[src/rtl/spm_pkg.sv]
`timescale 1ns / 1ps
// Shared types, constants and helpers for the spiral-order matrix reader.
// No dependencies; imported by every module of the block.
package spm_pkg;

  localparam int unsigned MAX_DIM     = 64;
  localparam int unsigned DATA_WIDTH  = 32;
  localparam int unsigned DIM_W       = $clog2(MAX_DIM);
  localparam int unsigned ADDR_W      = 2 * DIM_W;
  localparam int unsigned STORE_DEPTH = MAX_DIM * MAX_DIM;
  localparam int unsigned CNT_W       = $clog2(STORE_DEPTH + 1);
  localparam int unsigned CFG_W       = 7;
  localparam int unsigned CFG_IDX_W   = 2;

  typedef enum logic [1:0] {
    ST_OK       = 2'd0,
    ST_NO_READ  = 2'd1,
    ST_OVERFLOW = 2'd2
  } status_e;

  typedef enum logic [1:0] {
    DIR_RIGHT = 2'd0,
    DIR_DOWN  = 2'd1,
    DIR_LEFT  = 2'd2,
    DIR_UP    = 2'd3
  } dir_e;

  typedef enum logic {
    CMD_LOAD = 1'b0,
    CMD_READ = 1'b1
  } cmd_e;

  localparam logic [CFG_IDX_W-1:0] REG_ROWS = CFG_IDX_W'(0);
  localparam logic [CFG_IDX_W-1:0] REG_COLS = CFG_IDX_W'(1);

  // Write and read request toward the element store
  typedef struct packed {
    logic                  we;
    logic [ADDR_W-1:0]     waddr;
    logic [DATA_WIDTH-1:0] wdata;
    logic [ADDR_W-1:0]     raddr;
  } mem_req_t;

  // Result control, produced in the cycle before the store read data
  typedef struct packed {
    logic    valid;
    logic    last;
    status_e status;
  } rsp_t;

  // Clamp a register value to the usable dimension range 1..MAX_DIM
  function automatic logic [DIM_W:0] eff_dim(logic [CFG_W-1:0] v);
    logic [DIM_W:0] r;
    if (v == '0) begin
      r = (DIM_W+1)'(1);
    end else if (v > CFG_W'(MAX_DIM)) begin
      r = (DIM_W+1)'(MAX_DIM);
    end else begin
      r = (DIM_W+1)'(v);
    end
    return r;
  endfunction

endpackage

[src/rtl/spm_ctrl.sv]
`timescale 1ns / 1ps
// Load counters, spiral walker and configuration registers.
// Depends on spm_pkg; drives the element store request and result control.
module spm_ctrl
  import spm_pkg::*;
(
  input  logic                  clk_i,
  input  logic                  rst_ni,
  input  logic                  take_i,
  input  logic                  cmd_i,
  input  logic [DATA_WIDTH-1:0] value_i,
  input  logic                  cfg_we_i,
  input  logic [CFG_IDX_W-1:0]  cfg_idx_i,
  input  logic [CFG_W-1:0]      cfg_wdata_i,
  output mem_req_t              req_o,
  output rsp_t                  rsp_o
);

  logic [CFG_W-1:0] rows_q, rows_d, cols_q, cols_d;
  logic [CNT_W-1:0] load_cnt_q, load_cnt_d, emit_cnt_q, emit_cnt_d;
  logic [DIM_W-1:0] ld_row_q, ld_row_d, ld_col_q, ld_col_d;
  logic [DIM_W-1:0] cur_row_q, cur_row_d, cur_col_q, cur_col_d;
  logic [DIM_W-1:0] top_q, top_d, left_q, left_d;
  logic [DIM_W:0]   bottom_q, bottom_d, right_q, right_d;
  dir_e             dir_q, dir_d;

  logic [DIM_W:0]   nr, nc;
  logic [CNT_W-1:0] total;
  logic             loaded, read_ok, last;

  assign nr     = eff_dim(rows_q);
  assign nc     = eff_dim(cols_q);
  assign total  = CNT_W'(nr) * CNT_W'(nc);
  assign loaded = (load_cnt_q == total);
  assign read_ok = loaded && (emit_cnt_q < total);
  assign last   = ((emit_cnt_q + CNT_W'(1)) == total);

  always_comb begin
    rows_d     = rows_q;
    cols_d     = cols_q;
    load_cnt_d = load_cnt_q;
    emit_cnt_d = emit_cnt_q;
    ld_row_d   = ld_row_q;
    ld_col_d   = ld_col_q;
    cur_row_d  = cur_row_q;
    cur_col_d  = cur_col_q;
    top_d      = top_q;
    left_d     = left_q;
    bottom_d   = bottom_q;
    right_d    = right_q;
    dir_d      = dir_q;

    req_o.we    = 1'b0;
    req_o.waddr = {ld_row_q, ld_col_q};
    req_o.wdata = value_i;
    req_o.raddr = {cur_row_q, cur_col_q};

    rsp_o.valid  = 1'b0;
    rsp_o.last   = 1'b0;
    rsp_o.status = ST_OK;

    if (cfg_we_i && (cfg_idx_i == REG_ROWS || cfg_idx_i == REG_COLS)) begin
      if (cfg_idx_i == REG_ROWS) rows_d = cfg_wdata_i;
      else                       cols_d = cfg_wdata_i;
      // Restart loading and the walk with the new shape
      load_cnt_d = '0;
      emit_cnt_d = '0;
      ld_row_d   = '0;
      ld_col_d   = '0;
      cur_row_d  = '0;
      cur_col_d  = '0;
      top_d      = '0;
      left_d     = '0;
      bottom_d   = eff_dim(rows_d) - (DIM_W+1)'(1);
      right_d    = eff_dim(cols_d) - (DIM_W+1)'(1);
      dir_d      = DIR_RIGHT;
    end else if (take_i) begin
      if (cmd_i == CMD_LOAD) begin
        if (load_cnt_q < total) begin
          req_o.we   = 1'b1;
          load_cnt_d = load_cnt_q + CNT_W'(1);
          if (({1'b0, ld_col_q} + (DIM_W+1)'(1)) == nc) begin
            ld_col_d = '0;
            ld_row_d = ld_row_q + DIM_W'(1);
          end else begin
            ld_col_d = ld_col_q + DIM_W'(1);
          end
        end else begin
          rsp_o.valid  = 1'b1;
          rsp_o.status = ST_OVERFLOW;
        end
      end else begin
        rsp_o.valid = 1'b1;
        if (!read_ok) begin
          rsp_o.status = ST_NO_READ;
        end else begin
          rsp_o.last = last;
          emit_cnt_d = emit_cnt_q + CNT_W'(1);
          if (!last) begin
            unique case (dir_q)
              DIR_RIGHT: begin
                if ({1'b0, cur_col_q} < right_q) begin
                  cur_col_d = cur_col_q + DIM_W'(1);
                end else begin
                  top_d     = top_q + DIM_W'(1);
                  dir_d     = DIR_DOWN;
                  cur_row_d = cur_row_q + DIM_W'(1);
                end
              end
              DIR_DOWN: begin
                if ({1'b0, cur_row_q} < bottom_q) begin
                  cur_row_d = cur_row_q + DIM_W'(1);
                end else begin
                  right_d   = right_q - (DIM_W+1)'(1);
                  dir_d     = DIR_LEFT;
                  cur_col_d = cur_col_q - DIM_W'(1);
                end
              end
              DIR_LEFT: begin
                if (cur_col_q > left_q) begin
                  cur_col_d = cur_col_q - DIM_W'(1);
                end else begin
                  bottom_d  = bottom_q - (DIM_W+1)'(1);
                  dir_d     = DIR_UP;
                  cur_row_d = cur_row_q - DIM_W'(1);
                end
              end
              default: begin
                if (cur_row_q > top_q) begin
                  cur_row_d = cur_row_q - DIM_W'(1);
                end else begin
                  left_d    = left_q + DIM_W'(1);
                  dir_d     = DIR_RIGHT;
                  cur_col_d = cur_col_q + DIM_W'(1);
                end
              end
            endcase
          end
        end
      end
    end
  end

  always_ff @(posedge clk_i or negedge rst_ni) begin
    if (!rst_ni) begin
      rows_q     <= CFG_W'(1);
      cols_q     <= CFG_W'(1);
      load_cnt_q <= '0;
      emit_cnt_q <= '0;
      ld_row_q   <= '0;
      ld_col_q   <= '0;
      cur_row_q  <= '0;
      cur_col_q  <= '0;
      top_q      <= '0;
      left_q     <= '0;
      bottom_q   <= '0;
      right_q    <= '0;
      dir_q      <= DIR_RIGHT;
    end else begin
      rows_q     <= rows_d;
      cols_q     <= cols_d;
      load_cnt_q <= load_cnt_d;
      emit_cnt_q <= emit_cnt_d;
      ld_row_q   <= ld_row_d;
      ld_col_q   <= ld_col_d;
      cur_row_q  <= cur_row_d;
      cur_col_q  <= cur_col_d;
      top_q      <= top_d;
      left_q     <= left_d;
      bottom_q   <= bottom_d;
      right_q    <= right_d;
      dir_q      <= dir_d;
    end
  end

endmodule

[config.mk]
export PLATFORM = sky130hd
export DESIGN_NAME = spm_ctrl
export DESIGN_NICKNAME = d
export VERILOG_FILES = /design/src/rtl/spm_pkg.sv /design/src/rtl/spm_ctrl.sv
export SDC_FILE = /design/constraint.sdc
export NUM_CORES = 1
export LEC_CHECK = 0
export BUFFER_PORTS_ARGS = -buffer_cell sky130_fd_sc_hd__buf_2
export CAP_MARGIN = 30
export CORE_MARGIN = 8
export CORE_UTILIZATION = 60
export DETAILED_ROUTE_END_ITERATION = 6
export PLACE_DENSITY = 0.94
export REMOVE_ABC_BUFFERS = 1
export SYNTH_ARGS = -nofsm -noshare
export SYNTH_HDL_FRONTEND = slang
export SYNTH_SLANG_ARGS = --single-unit
[constraint.sdc]
create_clock -name clk_i -period 10 [get_ports clk_i]
set_input_delay 0.5 -clock clk_i [delete_from_list [all_inputs] [get_ports clk_i]]
set_output_delay 0.5 -clock clk_i [all_outputs]
set_load 0.1 [all_outputs]
==> flow_summary.ini <==
[clocking]
clock_sinks = 92
clock-root-buffer = clkbuf_16
post_cts_resized = 0
postCtsSetupBuffers = 0
numCtsBuffers = 9
hold_buffers = 0
cts_tree = yes
cts_max_level = 3
clk_pin_slew_ns = 0.07
clk_latency_ns = 0.37
clk_path_buf_depth = 2

[yosys]
netlist.area_leader.share_pct = 24.4
synth_edf_count = 0
syn_area_per_cell_sq_um = 8.73
ys_ff_latch = 92
yosysSeqAreaShare_pct = 25.0
synth_ff_type = dfrtp_1
syn_inst = 1056
yosysMostFrequentCell = nor2_1
yosys.area.top_type = dfrtp_1
synth_area_sq_um = 9220
yosys-top-cells-count = 99 x nor2_1, 94 x ha_1, 90 x dfrtp_1
async_flop_share_pct = 100
ys_types = 79
ys_warn_count = 0
yosys-top-cells-area = dfrtp_1 24%, ha_1 13%, fa_1 5.4%

[setup_path]
end_kind = output port
crit_fanout = 10
critPathLaunchType = flip-flop
critPathArrivalTime_ns = 7.61
worstPathRequired_ns = 9.50
worst-setup-path-type = flip-flop to output port

[timing]
finalCriticalPeriod_ns = 8.11
drv_slew = 0
setup_viol = 0
worst_pin_slew_ns = 0.981
rsz0062_at_grt = false
hold_viol = 0
period_share_pct = 81.1
relSlewSlack_pct = 34.1
max_freq_ghz = 0.123
fin_skew_ns = 0.0124
fin_ws_ns = 1.89
tns_ns = 0

[global_routing]
track_usage_pct = 24.3
grt_max_degree = 69
grt_pass1_wl_microns = 39200
grt_pass1_vias = 7892
antenna_found_initial = 0
overflow = 0

[drt]
drc = 0
antenna_left = 0
vias_per_cell = 6.53
wire_per_inst_microns = 19.4
drt_iter0_markers = 817
drt_wl_total_microns = 23900
drt_first_pass_iters = 7
via_count = 8071

[placed_design]
post-place-ws_ns = 2.38
hpwl_microns = 17900
port_buffers = 42
finalWeightedCongestion = 0.930

[pwr]
p_leak_nw = 4.64
powerDensity_nw_per_um2 = 166
power_w = 0.00159
max-vdd-ir-drop_v = 0.000108

[floorplan]
coreArea_sq_um = 15100
die_y_microns = 140
start_util_pct = 61.1
core.rowCount = 45
fp.dieArea_sq_um = 19600
ios = 107
die_w_microns = 140

[finish]
n_antenna_cell = 0
drive_above_1_share_pct = 11.5
syn_to_final_growth_pct = 4.12
layout.nets = 1208

[min_path]
holdCritPathClass = primary input to async pin

[outcome]
run_status = complete, no violations

[flow_run]
cap_violations = 0
==> sequential cells by signal, indices dropped and copies added, names as in the netlist <==
| register | cells |
|---|---|
| load_cnt_q | 13 |
| cur_col_q | 6 |
| right_q | 7 |
| cols_q | 7 |
| ld_row_q | 6 |
| dir_q | 2 |
| cur_row_q | 6 |
| left_q | 6 |
| bottom_q | 7 |
| top_q | 6 |
| ld_col_q | 6 |
| rows_q | 7 |
| emit_cnt_q | 13 |
==> where the power goes <==
group	switching, W	internal (W)	total [W]
Clock	0.000166	0.000198	0.000364
Combinational	0.000466	0.000286	0.000752
Sequential	0.0000568	0.000421	0.000478
Total	0.000689	0.000905	0.00159
==> worst max-delay path, stage by stage (launching register included) <==
cell and delay [ns]:
dfrtp_1 0.44, nor3_1 0.20, a21oi_1 0.12, or2_2 0.35, inv_1 0.07, nand2_1 0.07, fa_1 0.53, fa_1 0.55
inv_1 0.07, fa_1 0.53, inv_1 0.06, fa_1 0.55, inv_1 0.05, ha_1 0.40, a21o_1 0.21, nand2_1 0.09
nand3b_1 0.14, o31ai_2 0.32, xor2_1 0.24, ha_1 0.28, and2_1 0.19, nand2_1 0.07, nor2_1 0.04, a2111oi_1 0.60
a221oi_4 0.22, nor4_1 0.35, buf_2 0.50
==> per-stage QoR <==
stage / hold slack [ns] / cells / instance area [sq um] / util (%)
floorplan: 0.204 / 982 / 8780 / -
global placement: 0.426 / 1219 / 9290 / 61.6
detailed placement: 0.432 / 1220 / 9300 / 61.6
CTS: 0.0473 / 1236 / 9600 / 63.6
global route: 0.0613 / 1236 / 9600 / 63.6
finish: 0.0350 / 1236 / 9600 / 63.6
==> placed cells by master (no fill, tap or decap), types with 5 or more instances in the layout <==
cell type,count
fa_1,25
o21ai_0,26
o31a_1,5
o31ai_1,11
buf_2,41
a31o_2,12
nand4_1,15
a21oi_1,63
nor2b_1,14
nand2b_1,19
o21a_1,7
inv_1,77
or4_1,12
nor3_1,14
clkbuf_16,9
and3_1,12
or2_2,6
ha_1,94
a211o_1,8
and4_1,5
a21o_1,16
mux2i_1,28
xnor2_1,44
mux2_2,15
nand2_1,88
nor2_1,99
a22o_1,7
a211oi_1,8
nand3_1,24
o22ai_1,9
and2_1,16
dfrtp_1,90
buf_4,9
xor2_1,15
nor4_1,17
o2111ai_1,7
o211ai_1,7
==> final cells by class <==
type	count	area, sq um
Clock buffer	9	225
Clock inverter	7	82.6
Fill cell	1144	5490
Inverter	77	289
Multi-Input combinational cell	813	6190
Sequential cell	92	2300
Tap cell	188	235
Timing Repair Buffer	50	273
==> worst paths after layout <==
path / from / end / slack [ns] / depth (start not counted)
max in group asynchronous: rst_ni / rows_q[4] / 8.78 / 2
min in group clk_i: cfg_wdata_i[0] / cols_q[0] / 0.42 / 2
hold reg to reg: left_q[5] / left_q[5] / 0.55 / 2
setup / recovery: rows_q[1] / req_o[56] / 1.89 / 26
setup reg to reg: rows_q[1] / top_q[1] / 2.25 / 27
hold / removal: rst_ni / emit_cnt_q[2] / 0.04 / 1
==> logic make-up (layout without fill, tap and decap cells) <==
kind of cell | after synthesis | count (layout) | synth area share [%]
flip-flops | 92 | 92 | 25.0
AO/OA/AOI/OAI | 219 | 219 | 16.7
adder cells (fa/ha/maj) | 119 | 119 | 18.2
buffers and inverters | 151 | 143 | 7.96
multiplexers | 45 | 45 | 5.20
XOR/XNOR | 63 | 63 | 6.58
AND/OR/NAND/NOR | 367 | 367 | 20.4
==> routing by layer <==
layer / track usage, % / vias to the layer above / wire length (microns)
met1: 30.2 / 3967 / 10200
met3: 6.76 / 56 / 1920
met5: 0.787 / - / 0
met2: 39.7 / 360 / 11400
met4: 8.91 / 0 / 497
li1: - / 3688 / -
Note: power is estimated with default switching activity, not from simulation.
